$ cat config.mk
export PLATFORM = sky130hd
export DESIGN_NAME = reader_writer_lock_manager_core_flat
export DESIGN_NICKNAME = d
export VERILOG_FILES = /design/src/design/rwl_pkg.sv /design/src/design/rwl_req_if.sv /design/src/design/rwl_rsp_if.sv /design/src/design/rwl_step.sv /design/src/design/reader_writer_lock_manager_core.sv /design/src/flat_wrapper.sv
export SDC_FILE = /design/constraint.sdc
export NUM_CORES = 1
export LEC_CHECK = 0
export ABC_AREA = 1
export BUFFER_PORTS_ARGS = -buffer_cell sky130_fd_sc_hd__buf_2
export CAP_MARGIN = 20
export CORE_MARGIN = 2
export CORE_UTILIZATION = 35
export DETAILED_ROUTE_END_ITERATION = 10
export GPL_ROUTABILITY_DRIVEN = 0
export PLACE_DENSITY = 0.5
export SETUP_SLACK_MARGIN = 0.15
export SYNTH_ARGS = -nofsm -noshare
export SYNTH_HDL_FRONTEND = slang
export SYNTH_SLANG_ARGS = --single-unit
$ cat constraint.sdc
create_clock -name clk -period 8.7 [get_ports clk]
set_clock_uncertainty 0.05 [all_clocks]
set_input_delay 0.87 -clock clk [delete_from_list [all_inputs] [get_ports clk]]
set_output_delay 0.87 -clock clk [all_outputs]
set_load 0.005 [all_outputs]
$ cat src/design/rwl_pkg.sv
// Types and constants shared by the reader/writer lock manager.
// No dependencies.
package rwl_pkg;

	localparam int MODE_W = 3;
	localparam int TID_W  = 4;
	localparam int CNT_W  = 5;
	localparam int WCNT_W = 6;
	localparam int ON_W   = 2;

	localparam logic [CNT_W-1:0]  COUNT_MAX = '1;
	localparam logic [WCNT_W-1:0] WCNT_MAX  = '1;

	typedef enum logic [MODE_W-1:0] {
		MODE_BEGIN_READ  = 3'd0,
		MODE_END_READ    = 3'd1,
		MODE_BEGIN_WRITE = 3'd2,
		MODE_END_WRITE   = 3'd3,
		MODE_TRY_WRITE   = 3'd4
	} rwl_mode_t;

	localparam logic [ON_W-1:0] WAIT_EVEN  = 2'd0;
	localparam logic [ON_W-1:0] WAIT_ODD   = 2'd1;
	localparam logic [ON_W-1:0] WAIT_WRITE = 2'd2;

	typedef struct packed {
		logic              writer_active;
		logic [CNT_W-1:0]  writers_queued;
		logic [CNT_W-1:0]  readers_queued;
		logic [CNT_W-1:0]  readers_active;
		logic              odd_phase;
		logic              owner_valid;
		logic [TID_W-1:0]  owner_thread;
	} rwl_state_t;

	typedef struct packed {
		logic              must_wait;
		logic [ON_W-1:0]   wait_on;
		logic              wake_even_readers;
		logic              wake_odd_readers;
		logic              wake_writer;
		logic              clear_even_readers;
		logic              clear_odd_readers;
		logic              success;
		logic [WCNT_W-1:0] waiting_count;
		logic              error;
	} rwl_rsp_t;

endpackage

$ cat src/design/rwl_req_if.sv
// Request channel: valid/ready with mode and thread id.
// Depends on rwl_pkg for field widths.
interface rwl_req_if;
	logic                       valid;
	logic                       ready;
	logic [rwl_pkg::MODE_W-1:0] mode;
	logic [rwl_pkg::TID_W-1:0]  thread_id;

	modport source(output valid, output mode, output thread_id, input ready);
	modport sink(input valid, input mode, input thread_id, output ready);
endinterface

$ cat src/design/rwl_rsp_if.sv
// Result channel: valid/ready with the per-request outcome fields.
// Depends on rwl_pkg for field widths.
interface rwl_rsp_if;
	logic                       valid;
	logic                       ready;
	logic                       must_wait;
	logic [rwl_pkg::ON_W-1:0]   wait_on;
	logic                       wake_even_readers;
	logic                       wake_odd_readers;
	logic                       wake_writer;
	logic                       clear_even_readers;
	logic                       clear_odd_readers;
	logic                       success;
	logic [rwl_pkg::WCNT_W-1:0] waiting_count;
	logic                       error;

	modport source(output valid, output must_wait, output wait_on, output wake_even_readers,
		output wake_odd_readers, output wake_writer, output clear_even_readers,
		output clear_odd_readers, output success, output waiting_count, output error,
		input ready);
	modport sink(input valid, input must_wait, input wait_on, input wake_even_readers,
		input wake_odd_readers, input wake_writer, input clear_even_readers,
		input clear_odd_readers, input success, input waiting_count, input error,
		output ready);
endinterface

$ cat src/design/rwl_step.sv
// Next-state and result logic for one lock request (purely combinational).
// Depends on rwl_pkg.
module rwl_step #(
	parameter int DEPTH_BITS = 8
) (
	input  logic [rwl_pkg::MODE_W-1:0] mode,
	input  logic [rwl_pkg::TID_W-1:0]  thread_id,
	input  logic                       tid_ok,
	input  rwl_pkg::rwl_state_t        st,
	input  logic [DEPTH_BITS-1:0]      owner_depth,
	input  logic [DEPTH_BITS-1:0]      rd_depth,
	output rwl_pkg::rwl_state_t        st_nxt,
	output logic [DEPTH_BITS-1:0]      owner_depth_nxt,
	output logic [DEPTH_BITS-1:0]      rd_depth_nxt,
	output logic                       rd_we,
	output rwl_pkg::rwl_rsp_t          rsp
);
	import rwl_pkg::*;

	localparam logic [DEPTH_BITS-1:0] DEPTH_MAX = '1;
	localparam logic [DEPTH_BITS-1:0] DEPTH_ONE = DEPTH_BITS'(1);
	localparam logic [CNT_W-1:0]      CNT_ONE   = CNT_W'(1);

	rwl_state_t            nx;
	logic [DEPTH_BITS-1:0] od_n;
	logic [DEPTH_BITS-1:0] dn;
	logic                  we;
	logic                  err;
	logic                  is_owner;
	logic                  down;
	rwl_rsp_t              r;
	logic [WCNT_W:0]       wsum;

	assign is_owner = st.owner_valid && (st.owner_thread == thread_id);
	assign down     = (rd_depth != '0);

	always_comb begin
		nx   = st;
		od_n = owner_depth;
		dn   = rd_depth;
		we   = 1'b0;
		err  = 1'b0;
		r    = '0;
		r.success = 1'b1;

		if (!tid_ok) begin
			err = 1'b1;
		end else begin
			case (mode)
				MODE_BEGIN_READ: begin
					if (rd_depth == DEPTH_MAX) begin
						err = 1'b1;
					end else begin
						if (!is_owner && !down) begin
							if (st.writer_active) begin
								if (st.readers_active == COUNT_MAX) err = 1'b1;
								nx.readers_active = st.readers_active + CNT_ONE;
								r.must_wait = 1'b1;
								r.wait_on = st.odd_phase ? WAIT_ODD : WAIT_EVEN;
							end else if (st.writers_queued != '0) begin
								if (st.readers_queued == COUNT_MAX) err = 1'b1;
								nx.readers_queued = st.readers_queued + CNT_ONE;
								r.must_wait = 1'b1;
								r.wait_on = st.odd_phase ? WAIT_ODD : WAIT_EVEN;
							end else begin
								if (st.readers_active == COUNT_MAX) err = 1'b1;
								nx.readers_active = st.readers_active + CNT_ONE;
							end
						end
						dn = rd_depth + DEPTH_ONE;
						we = 1'b1;
					end
				end
				MODE_END_READ: begin
					if (!down) begin
						err = 1'b1;
					end else begin
						dn = rd_depth - DEPTH_ONE;
						we = 1'b1;
						if ((rd_depth == DEPTH_ONE) && !is_owner) begin
							if ((st.readers_active == CNT_ONE) && (st.writers_queued != '0)) begin
								nx.writers_queued = st.writers_queued - CNT_ONE;
								nx.writer_active  = 1'b1;
								nx.readers_active = st.readers_queued;
								nx.readers_queued = '0;
								r.wake_writer = 1'b1;
							end else if (st.readers_active != '0) begin
								nx.readers_active = st.readers_active - CNT_ONE;
							end
						end
					end
				end
				MODE_BEGIN_WRITE: begin
					if (is_owner) begin
						if (owner_depth == DEPTH_MAX) err = 1'b1;
						od_n = owner_depth + DEPTH_ONE;
					end else if (down) begin
						if (st.readers_active > CNT_ONE) begin
							if (st.writers_queued == COUNT_MAX) err = 1'b1;
							nx.writers_queued = st.writers_queued + CNT_ONE;
							nx.readers_active = st.readers_active - CNT_ONE;
							r.must_wait = 1'b1;
							r.wait_on = WAIT_WRITE;
						end else if (st.writers_queued != '0) begin
							// at most one active reader here: it is the requester
							nx.writer_active  = 1'b1;
							nx.readers_active = st.readers_queued;
							nx.readers_queued = '0;
							r.wake_writer = 1'b1;
							r.must_wait = 1'b1;
							r.wait_on = WAIT_WRITE;
						end else begin
							if (st.readers_active != '0)
								nx.readers_active = st.readers_active - CNT_ONE;
							nx.writer_active = 1'b1;
							nx.owner_valid   = 1'b1;
							nx.owner_thread  = thread_id;
							od_n = DEPTH_ONE;
						end
					end else if (st.writer_active || (st.readers_active != '0)
							|| (st.writers_queued != '0)) begin
						if (st.writers_queued == COUNT_MAX) err = 1'b1;
						nx.writers_queued = st.writers_queued + CNT_ONE;
						r.must_wait = 1'b1;
						r.wait_on = WAIT_WRITE;
					end else begin
						nx.writer_active = 1'b1;
						nx.owner_valid   = 1'b1;
						nx.owner_thread  = thread_id;
						od_n = DEPTH_ONE;
					end
				end
				MODE_END_WRITE: begin
					if (st.owner_valid && (st.owner_thread != thread_id)) begin
						err = 1'b1;
					end else if (st.owner_valid && (owner_depth > DEPTH_ONE)) begin
						od_n = owner_depth - DEPTH_ONE;
						r.success = 1'b0;
					end else if (!st.owner_valid && !st.writer_active) begin
						err = 1'b1;
					end else if (down && (st.readers_active == COUNT_MAX)) begin
						err = 1'b1;
					end else begin
						// full release; flip the read-release phase
						nx.owner_valid  = 1'b0;
						nx.owner_thread = '0;
						od_n = '0;
						r.clear_even_readers = st.odd_phase;
						r.clear_odd_readers  = !st.odd_phase;
						nx.odd_phase = !st.odd_phase;
						if (down || (st.readers_active != '0)) begin
							if (down) nx.readers_active = st.readers_active + CNT_ONE;
							nx.writer_active = 1'b0;
							r.wake_odd_readers  = st.odd_phase;
							r.wake_even_readers = !st.odd_phase;
						end else if (st.writers_queued != '0) begin
							nx.writers_queued = st.writers_queued - CNT_ONE;
							r.wake_writer = 1'b1;
						end else begin
							nx.writer_active = 1'b0;
						end
					end
				end
				MODE_TRY_WRITE: begin
					if (is_owner) begin
						if (owner_depth == DEPTH_MAX) err = 1'b1;
						od_n = owner_depth + DEPTH_ONE;
					end else if (down) begin
						if ((st.readers_active > CNT_ONE) || (st.writers_queued != '0)) begin
							r.success = 1'b0;
						end else begin
							if (st.readers_active != '0)
								nx.readers_active = st.readers_active - CNT_ONE;
							nx.writer_active = 1'b1;
							nx.owner_valid   = 1'b1;
							nx.owner_thread  = thread_id;
							od_n = DEPTH_ONE;
						end
					end else if (st.writer_active || (st.readers_active != '0)
							|| (st.writers_queued != '0)) begin
						r.success = 1'b0;
					end else begin
						nx.writer_active = 1'b1;
						nx.owner_valid   = 1'b1;
						nx.owner_thread  = thread_id;
						od_n = DEPTH_ONE;
					end
				end
				default: err = 1'b1;
			endcase
		end

		if (err) begin
			nx   = st;
			od_n = owner_depth;
			dn   = rd_depth;
			we   = 1'b0;
			r    = '0;
			r.error = 1'b1;
		end

		wsum = (WCNT_W+1)'(nx.readers_queued) + (WCNT_W+1)'(nx.writers_queued)
			+ (nx.writer_active ? (WCNT_W+1)'(nx.readers_active) : '0);
		r.waiting_count = wsum[WCNT_W] ? WCNT_MAX : wsum[WCNT_W-1:0];
	end

	assign st_nxt          = nx;
	assign owner_depth_nxt = od_n;
	assign rd_depth_nxt    = dn;
	assign rd_we           = we;
	assign rsp             = r;
endmodule

$ cat src/design/reader_writer_lock_manager_core.sv
// Reader/writer lock manager with writer preference: top level.
// Depends on rwl_pkg, rwl_req_if, rwl_rsp_if and rwl_step.
//
//   channel  dir  handshake      payload
//   req      in   valid/ready    mode, thread_id
//   rsp      out  valid/ready    must_wait, wait_on, wake/clear flags, success,
//                                waiting_count, error
//
// One request per cycle sustained while results are taken; a result is presented
// from the result register after its transfer (request register, then result
// register). The per-thread read depth table and the lock counters are read
// and updated between those registers, so
// back-to-back requests see each other's effects.
// Reset (arst_n low) clears counters, owner, phase and every read depth.
// A stalled result holds in the result register; the request stage moves
// into it as soon as it is free or being taken.
module reader_writer_lock_manager_core #(
	parameter int THREADS    = 16,
	parameter int DEPTH_BITS = 8
) (
	input logic       clk,
	input logic       arst_n,
	rwl_req_if.sink   req,
	rwl_rsp_if.source rsp
);
	import rwl_pkg::*;

	// Only ids the thread_id field can name need a depth entry.
	localparam int ID_SPAN = 1 << TID_W;
	localparam int ENTRIES = (THREADS < ID_SPAN) ? THREADS : ID_SPAN;
	localparam int IDX_W   = $clog2(ENTRIES);

	// request stage
	logic              valid_s1;
	logic [MODE_W-1:0] mode_s1;
	logic [TID_W-1:0]  tid_s1;

	// result register
	logic     rsp_valid_q;
	rwl_rsp_t rsp_q;

	// lock state
	rwl_state_t            st_q;
	logic [DEPTH_BITS-1:0] owner_depth_q;
	logic [DEPTH_BITS-1:0] rd_depth_q [ENTRIES];

	rwl_state_t            st_nxt;
	logic [DEPTH_BITS-1:0] owner_depth_nxt;
	logic [DEPTH_BITS-1:0] rd_depth_nxt;
	logic [DEPTH_BITS-1:0] rd_depth;
	logic                  rd_we;
	logic                  tid_ok;
	logic [IDX_W-1:0]      idx;
	rwl_rsp_t              rsp_nxt;
	logic                  adv;

	// request stage retires when the result register is free or draining
	assign adv       = valid_s1 && (!rsp_valid_q || rsp.ready);
	assign req.ready = !valid_s1 || adv;

	assign tid_ok   = (32'(tid_s1) < THREADS);
	assign idx      = tid_s1[IDX_W-1:0];
	assign rd_depth = tid_ok ? rd_depth_q[idx] : '0;

	rwl_step #(
		.DEPTH_BITS(DEPTH_BITS)
	) u_step (
		.mode           (mode_s1),
		.thread_id      (tid_s1),
		.tid_ok         (tid_ok),
		.st             (st_q),
		.owner_depth    (owner_depth_q),
		.rd_depth       (rd_depth),
		.st_nxt         (st_nxt),
		.owner_depth_nxt(owner_depth_nxt),
		.rd_depth_nxt   (rd_depth_nxt),
		.rd_we          (rd_we),
		.rsp            (rsp_nxt)
	);

	always_ff @(posedge clk or negedge arst_n) begin
		if (!arst_n) begin
			valid_s1 <= 1'b0;
		end else if (req.ready) begin
			valid_s1 <= req.valid;
		end
	end

	always_ff @(posedge clk) begin
		if (req.valid && req.ready) begin
			mode_s1 <= req.mode;
			tid_s1  <= req.thread_id;
		end
	end

	// lock state commits once per retired request
	always_ff @(posedge clk or negedge arst_n) begin
		if (!arst_n) begin
			st_q          <= '0;
			owner_depth_q <= '0;
			for (int i = 0; i < ENTRIES; i++) rd_depth_q[i] <= '0;
		end else if (adv) begin
			st_q          <= st_nxt;
			owner_depth_q <= owner_depth_nxt;
			if (rd_we) rd_depth_q[idx] <= rd_depth_nxt;
		end
	end

	always_ff @(posedge clk or negedge arst_n) begin
		if (!arst_n) begin
			rsp_valid_q <= 1'b0;
		end else if (adv) begin
			rsp_valid_q <= 1'b1;
		end else if (rsp.ready) begin
			rsp_valid_q <= 1'b0;
		end
	end

	always_ff @(posedge clk) begin
		if (adv) rsp_q <= rsp_nxt;
	end

	assign rsp.valid              = rsp_valid_q;
	assign rsp.must_wait          = rsp_q.must_wait;
	assign rsp.wait_on            = rsp_q.wait_on;
	assign rsp.wake_even_readers  = rsp_q.wake_even_readers;
	assign rsp.wake_odd_readers   = rsp_q.wake_odd_readers;
	assign rsp.wake_writer        = rsp_q.wake_writer;
	assign rsp.clear_even_readers = rsp_q.clear_even_readers;
	assign rsp.clear_odd_readers  = rsp_q.clear_odd_readers;
	assign rsp.success            = rsp_q.success;
	assign rsp.waiting_count      = rsp_q.waiting_count;
	assign rsp.error              = rsp_q.error;
endmodule

$ cat src/flat_wrapper.sv
// flat-port wrapper written by rule: the top's interface ports become plain ports
module reader_writer_lock_manager_core_flat import rwl_pkg::*;
#(
	parameter int THREADS    = 16,
	parameter int DEPTH_BITS = 8
)
  (clk, arst_n, req_valid, req_mode, req_thread_id, req_ready, rsp_valid, rsp_must_wait, rsp_wait_on, rsp_wake_even_readers, rsp_wake_odd_readers, rsp_wake_writer, rsp_clear_even_readers, rsp_clear_odd_readers, rsp_success, rsp_waiting_count, rsp_error, rsp_ready);
  rwl_req_if req_i ();
  rwl_rsp_if rsp_i ();
  input logic clk;
  input logic arst_n;
  input wire logic [$bits(req_i.valid)-1:0] req_valid;
  input wire logic [$bits(req_i.mode)-1:0] req_mode;
  input wire logic [$bits(req_i.thread_id)-1:0] req_thread_id;
  output wire logic [$bits(req_i.ready)-1:0] req_ready;
  output wire logic [$bits(rsp_i.valid)-1:0] rsp_valid;
  output wire logic [$bits(rsp_i.must_wait)-1:0] rsp_must_wait;
  output wire logic [$bits(rsp_i.wait_on)-1:0] rsp_wait_on;
  output wire logic [$bits(rsp_i.wake_even_readers)-1:0] rsp_wake_even_readers;
  output wire logic [$bits(rsp_i.wake_odd_readers)-1:0] rsp_wake_odd_readers;
  output wire logic [$bits(rsp_i.wake_writer)-1:0] rsp_wake_writer;
  output wire logic [$bits(rsp_i.clear_even_readers)-1:0] rsp_clear_even_readers;
  output wire logic [$bits(rsp_i.clear_odd_readers)-1:0] rsp_clear_odd_readers;
  output wire logic [$bits(rsp_i.success)-1:0] rsp_success;
  output wire logic [$bits(rsp_i.waiting_count)-1:0] rsp_waiting_count;
  output wire logic [$bits(rsp_i.error)-1:0] rsp_error;
  input wire logic [$bits(rsp_i.ready)-1:0] rsp_ready;
  assign req_i.valid = req_valid;
  assign req_i.mode = req_mode;
  assign req_i.thread_id = req_thread_id;
  assign req_ready = req_i.ready;
  assign rsp_valid = rsp_i.valid;
  assign rsp_must_wait = rsp_i.must_wait;
  assign rsp_wait_on = rsp_i.wait_on;
  assign rsp_wake_even_readers = rsp_i.wake_even_readers;
  assign rsp_wake_odd_readers = rsp_i.wake_odd_readers;
  assign rsp_wake_writer = rsp_i.wake_writer;
  assign rsp_clear_even_readers = rsp_i.clear_even_readers;
  assign rsp_clear_odd_readers = rsp_i.clear_odd_readers;
  assign rsp_success = rsp_i.success;
  assign rsp_waiting_count = rsp_i.waiting_count;
  assign rsp_error = rsp_i.error;
  assign rsp_i.ready = rsp_ready;
  reader_writer_lock_manager_core #(.THREADS(THREADS), .DEPTH_BITS(DEPTH_BITS)) u_core (.clk(clk), .arst_n(arst_n), .req(req_i), .rsp(rsp_i));
endmodule
Word-level counts from Yosys, hierarchy flattened --
Cells that the tools add are included.
Storage, ports and cells: register bits after elaboration 183, latch bits 0, memory bits (writable) 0, bits in read-only memories 0, memories 0
Operators by class: add/sub/neg operators 11, multipliers 0, div/mod/pow operators 0, magnitude comparators 4, equality and inequality tests 27, shift-type cells 0, muxes and demuxes 137, bitwise gates (word level) 8, reduce and logical (&&, ||, !) cells 36
Operators by type and width (number):
- 8-bit two-way mux | 18
- 5-bit two-way mux | 28
- 128-bit bitwise mux | 1
- 11-bit two-way mux | 5
- 16-bit two-way mux | 3
- 1-bit two-way mux | 46
- 5-bit case mux with 3 select lines | 3
- 3-bit two-way mux | 12
- 8-bit binary-select mux with 4-bit select | 1
- 8-bit demux with 4-bit select | 1
- 10-bit two-way mux | 3
- 6-bit two-way mux | 5
- 5-bit case mux with 5 select lines | 1
- 8-bit case mux with 3 select lines | 1
- 22-bit two-way mux | 1
- 8-bit by 1-bit adder with 8-bit output, second input constant | 2
- 8-bit equality test, second input constant | 2
- 8-bit case mux with 2 select lines | 1
- 8-bit by 1-bit subtractor with 8-bit output, second input constant | 2
- 5-bit by 1-bit adder with 5-bit output, second input constant | 3
- 5-bit equality test, second input constant | 3
- 3-bit inequality test, second input constant | 5
- 2-bit inequality test, second input constant | 6
- 4-bit inequality test, second input constant | 3
- other kinds (36) | 67

Longest topological paths before layout --
word-level depth 15, gate-level depth with buffers 34, depth with buffers taken out 31

By module --
Synthesis repeated with hierarchy kept, for this count alone.
Unflattened totals: cell total of the unflattened synthesis 1963, area total of the unflattened synthesis 12813.5 µm²
By module, submodules not included:
- reader_writer_lock_manager_core | instances 1, cells each 1137, area each 8618.3 µm², sequential area each 4694.5 µm²
- rwl_step | instances 1, cells each 826, area each 4195.3 µm², sequential area each 0.0 µm²

Worst setup path after synthesis --
OpenSTA, ideal clock, no wires.
kind reg2reg, start point reg u_core.tid_s1[0], in the netlist u_core.idx[0], end point reg u_core.rsp_q, in the netlist u_core.rsp.waiting_count[4] (data pin), arrival 4.761 ns, slack 3.606 ns, stages on the path, launching flop included 32, clock period less this slack 5.094 ns, cells stage by stage edfxtp_1 buf_6 inv_4 buf_4 nor2_1 a22oi_1 nand2_1 nand2_1 nand2_1 nor2_1 ha_1 inv_1 nor2_8 nand2_4 buf_2 nor2_1 nand2_1 nand2_1 nand2_1 nand2_1 nand2_1 nand4_1 nand4_1 fa_1 inv_1 ha_1 nand2_1 nor2_1 a211oi_1 nor2_1 o21ai_0 o21ai_0
On the way: cells in the longest elaborated chain, start to end 15
Ends and longest elaborated chain:
- start, declared | line reader_writer_lock_manager_core.sv:36 | logic [TID_W-1:0] tid_s1;
- start signal, assigned | line reader_writer_lock_manager_core.sv:92 | tid_s1 <= req.thread_id;
- 4-bit NOT with 5-bit output (not written as such) | line reader_writer_lock_manager_core.sv:63 | assign rd_depth = tid_ok ? rd_depth_q[idx] : '0;
- 8-bit binary-select mux with 4-bit select | line reader_writer_lock_manager_core.sv:63
- 8-bit two-way mux (not written as such) (2 in series) | line reader_writer_lock_manager_core.sv:63
- 8-bit nonzero test | line rwl_step.sv:35 | assign down = (rd_depth != '0);
- 1-bit logical OR or 5-bit two-way mux (tied branches) | line rwl_step.sv:151, rwl_step.sv:152
- 5-bit two-way mux or 1-bit two-way mux (tied branches) | line rwl_step.sv:151 | if (down || (st.readers_active != '0)) begin
- 6-bit two-way mux or 11-bit two-way mux (tied branches) | line rwl_step.sv:141 | end else if (down && (st.readers_active == COUNT_MAX)) begin
- 6-bit two-way mux or 11-bit two-way mux (tied branches) | line rwl_step.sv:139 | end else if (!st.owner_valid && !st.writer_active) begin
- 6-bit two-way mux or 11-bit two-way mux (tied branches) | line rwl_step.sv:136 | end else if (st.owner_valid && (owner_depth > DEPTH_ONE)) begin
- 6-bit two-way mux or 11-bit two-way mux (tied branches) | line rwl_step.sv:134 | if (st.owner_valid && (st.owner_thread != thread_id)) begin
- 5-bit case mux with 3 select lines (tied with other cells) | line rwl_step.sv:49 | case (mode)
- 22-bit two-way mux * | line rwl_step.sv:193 | if (err) begin
- 5-bit by 5-bit adder with 6-bit output or 5-bit two-way mux (tied branches) | line rwl_step.sv:202, rwl_step.sv:203
- 6-bit by 5-bit adder with 7-bit output * | line rwl_step.sv:203 | + (nx.writer_active ? (WCNT_W+1)'(nx.readers_active) : '0);
- end signal, assigned | line reader_writer_lock_manager_core.sv:120 | if (adv) rsp_q <= rsp_nxt;
- end, declared | line reader_writer_lock_manager_core.sv:40 | rwl_rsp_t rsp_q;
Mark *: on every way between the ends. The rest lies on a longest branch, timed or not. The select of a mux whose other input is x is not followed. A chain may end at the register's enable or synchronous reset.

Final worst setup path --
Same ends and word-level chain as after synthesis.

==> run summary <==
status - finished, final reports clean
leading cell types by count after synthesis - 937 x nand2_1, 160 x dfrtp_1, 107 x inv_1, 102 x nor2_1, 94 x nand3_1
setup repair after global routing missed its margin - no
Clk Latency, worst-skew pair - 0.45 ns
Req. time, crit path - 8.81 ns
CP max stage cell - nor2_1
number of synthesized flops with an enable pin - 23
Synth top area share - 0.326
Top Ports - 29
sequential share of the synthesized area - 0.382
max_cap viols - 0
fmax - 136 MHz
clk slew on worst S/H paths - 0.07 ns
largest net degree at the start of global routing - 57
Post-Syn Area - 0.0123 mm²
Layout area overhead - 9.28%
DR WL/cell - 17.6 µm
first-pass GRT wire length - 64,200 µm
Switch Pwr - 1190 µW
final net count - 1,854
minimum clock period - 7.38 ns
Synth area leaders - dfrtp_1 33%, nand2_1 29%, edfxtp_1 5.6%, nand3_1 3.8%, inv_1 3.3%
Worst VDD drop - 0.000153 V
Starting DRT DRC Count - 802
final hold vios - 0
Worst setup EP type - flop
post-route clock period utilization - 0.848
CP Launch Type - flop
number of gates resized after cts - 0
vias in the first global route - 11,200
Leakage - 0.00750 µW
final setup vio count - 0
WL final - 40,100 µm
Most used DFF post-synth - dfrtp_1
switching share of power - 0.411
kind of critical path - reg -> reg
I/O Buffers - 28
worst r2r src - u_core.idx[0]
combinational share of power - 0.357
critical path fanouts, max - 50
setup_tns - 0 ns
Arr. time, crit path - 7.49 ns
Sink Count - 183
row count - 68
CP startpoint - u_core.idx[0]
Slew @ Worst Pin - 1.10 ns
ant diodes - 0
share of layout cells above drive strength 1 - 0.0782
number of setup buffers added after CTS - 0
core area - 0.0345 mm²
P_int - 1710 µW
Max Root-Sink Buffers - 2
most frequent CP cell - nand2_1
utilization after layout - 0.389
post-cts hold buffer count - 0
hpwl dp - 28,500 µm
PD cells - 216 mW/mm²
Seq pwr share - 0.364
initial antenna violation count - 0
DR vias - 11,600
most common cell in the netlist - nand2_1
1st-pass router iterations - 5
cell accounting for the most synthesized area - dfrtp_1
CTS root buffer - clkbuf_16
DR DRC count - 0
filler cell count in the final layout - 3,763
asr flop ratio synth - 0.874
total CTS buffers - 17
distinct cell type count after synthesis - 47
chip width - 191 µm
Die Y-Extent - 191 µm
relative slew slack - 0.265
die area - 0.0367 mm²
gr ovfl total - 0
post-DR vias/cell - 5.09
Final Slew Violations - 0
type of the worst min-delay path - in -> async
H-tree lvl count - 4
Cells after Synth - 1,805
Detail Route Antenna Nets - 0
Avg Cell Area, Syn - 6.81 µm²
clock power share - 0.279
Total GRT Usage - 0.228
CTS tree - done
FF+latch count, synth - 183
Initial Util - 0.356
post-synthesis net count - 1,843
crit-path max cell delay - 0.83 ns
yosys warns - 0
## registers in the layout, indices dropped and copies added, names as in the netlist, 2 cells and up
signal                    flops
u_core.st_q                  22
u_core.rsp.wait_on            2
u_core.idx                    4
u_core.rsp.waiting_count      6
u_core.mode_s1                3
u_core.rd_depth_q           128
u_core.owner_depth_q          8
## worst max-delay path: cells and delay by family (launching register included)
family / cells / cell delay (ns)
and+or+nand+nor: 17 / 3.25
AOI/OAI and AO/OA: 5 / 1.22
buffers and inverters: 5 / 1.15
adders and majority gates: 3 / 1.06
DFF: 1 / 0.32
## per-stage QoR
step                      setup WS [ns]  instance area (µm²)  power [µW]  hold slack, ns  std cells
after floorplan                    3.61                12300        1770           0.392       1805
after global placement             1.64                12800        2100           0.405       2250
after detailed placement           1.43                12900        2090           0.408       2252
after CTS                          1.39                13400        2910           0.377       2284
after global routing              0.741                13400        3110           0.401       2284
final                              1.32                13400        2910           0.357       2284
## kinds of logic (layout without fill, tap and decap cells)
family	after synthesis	after routing	share of synthesized area
simple gates	1225	1225	0.423
buf+inv	174	198	0.0628
fa+ha+maj	27	27	0.0311
flops	183	183	0.382
xor+xnor	31	31	0.0221
compound gates	165	165	0.0794
## power by group through the flow
stage,combinational [µW],clock [µW],sequential (µW)
floorplan,760,0,1010
global placement,1020,0,1070
detailed placement,1020,0,1070
CTS,1020,831,1050
global route,1180,867,1060
finish,1040,813,1060
## cell usage in the layout, fill, tap and decap left out, types with 3 or more instances in the layout
master     count
nand4_1       22
a22oi_1       16
dfrtp_1      160
nor2_4         3
or2_2          4
nand2_4       12
nand2_1      937
nor2_8        13
inv_8          3
nand3_1       94
a21oi_1       37
nor2_1       102
clkinv_1       8
ha_1          21
fa_1           6
xnor2_1        5
o221ai_1       3
nor2_2        12
nand2_2        6
inv_2          6
o211ai_1      15
o21ai_2        3
o22ai_1        8
inv_1        107
o21ai_0       72
nor3_1        14
clkbuf_16     17
xor2_1        26
buf_2         27
edfxtp_1      23
buf_4         17
## routing by layer
metal / part of all wire / GRT usage
met5: 0 / 0
met4: 0.038 / 0.103
met1: 0.45 / 0.295
met2: 0.47 / 0.378
met3: 0.044 / 0.0316
## worst paths after layout
kind / endpoint / slack (ns) / cells after the start
setup / recovery: u_core.rsp.waiting_count[4] / 1.32 / 30
hold / removal: u_core.owner_depth_q[4] / 0.36 / 1
setup reg to reg: u_core.rsp.waiting_count[4] / 1.32 / 30
hold reg to reg: u_core.rd_depth_q[99] / 0.42 / 2
max in group asynchronous: u_core.rd_depth_q[107] / 7.06 / 2
min in group clk: u_core.rd_depth_q[99] / 0.42 / 2
## final cells by class
type / instances / area, µm² / area share
Clock buffer: 19 / 443 / 0.0330
Sequential cell: 183 / 4690 / 0.349
Tap cell: 455 / 569 / 0.0424
Inverter: 120 / 455 / 0.0339
Multi-Input combinational cell: 1448 / 6850 / 0.509
Timing Repair Buffer: 46 / 289 / 0.0215
Clock inverter: 13 / 144 / 0.0107
Note: power is estimated with default switching activity, not from simulation.
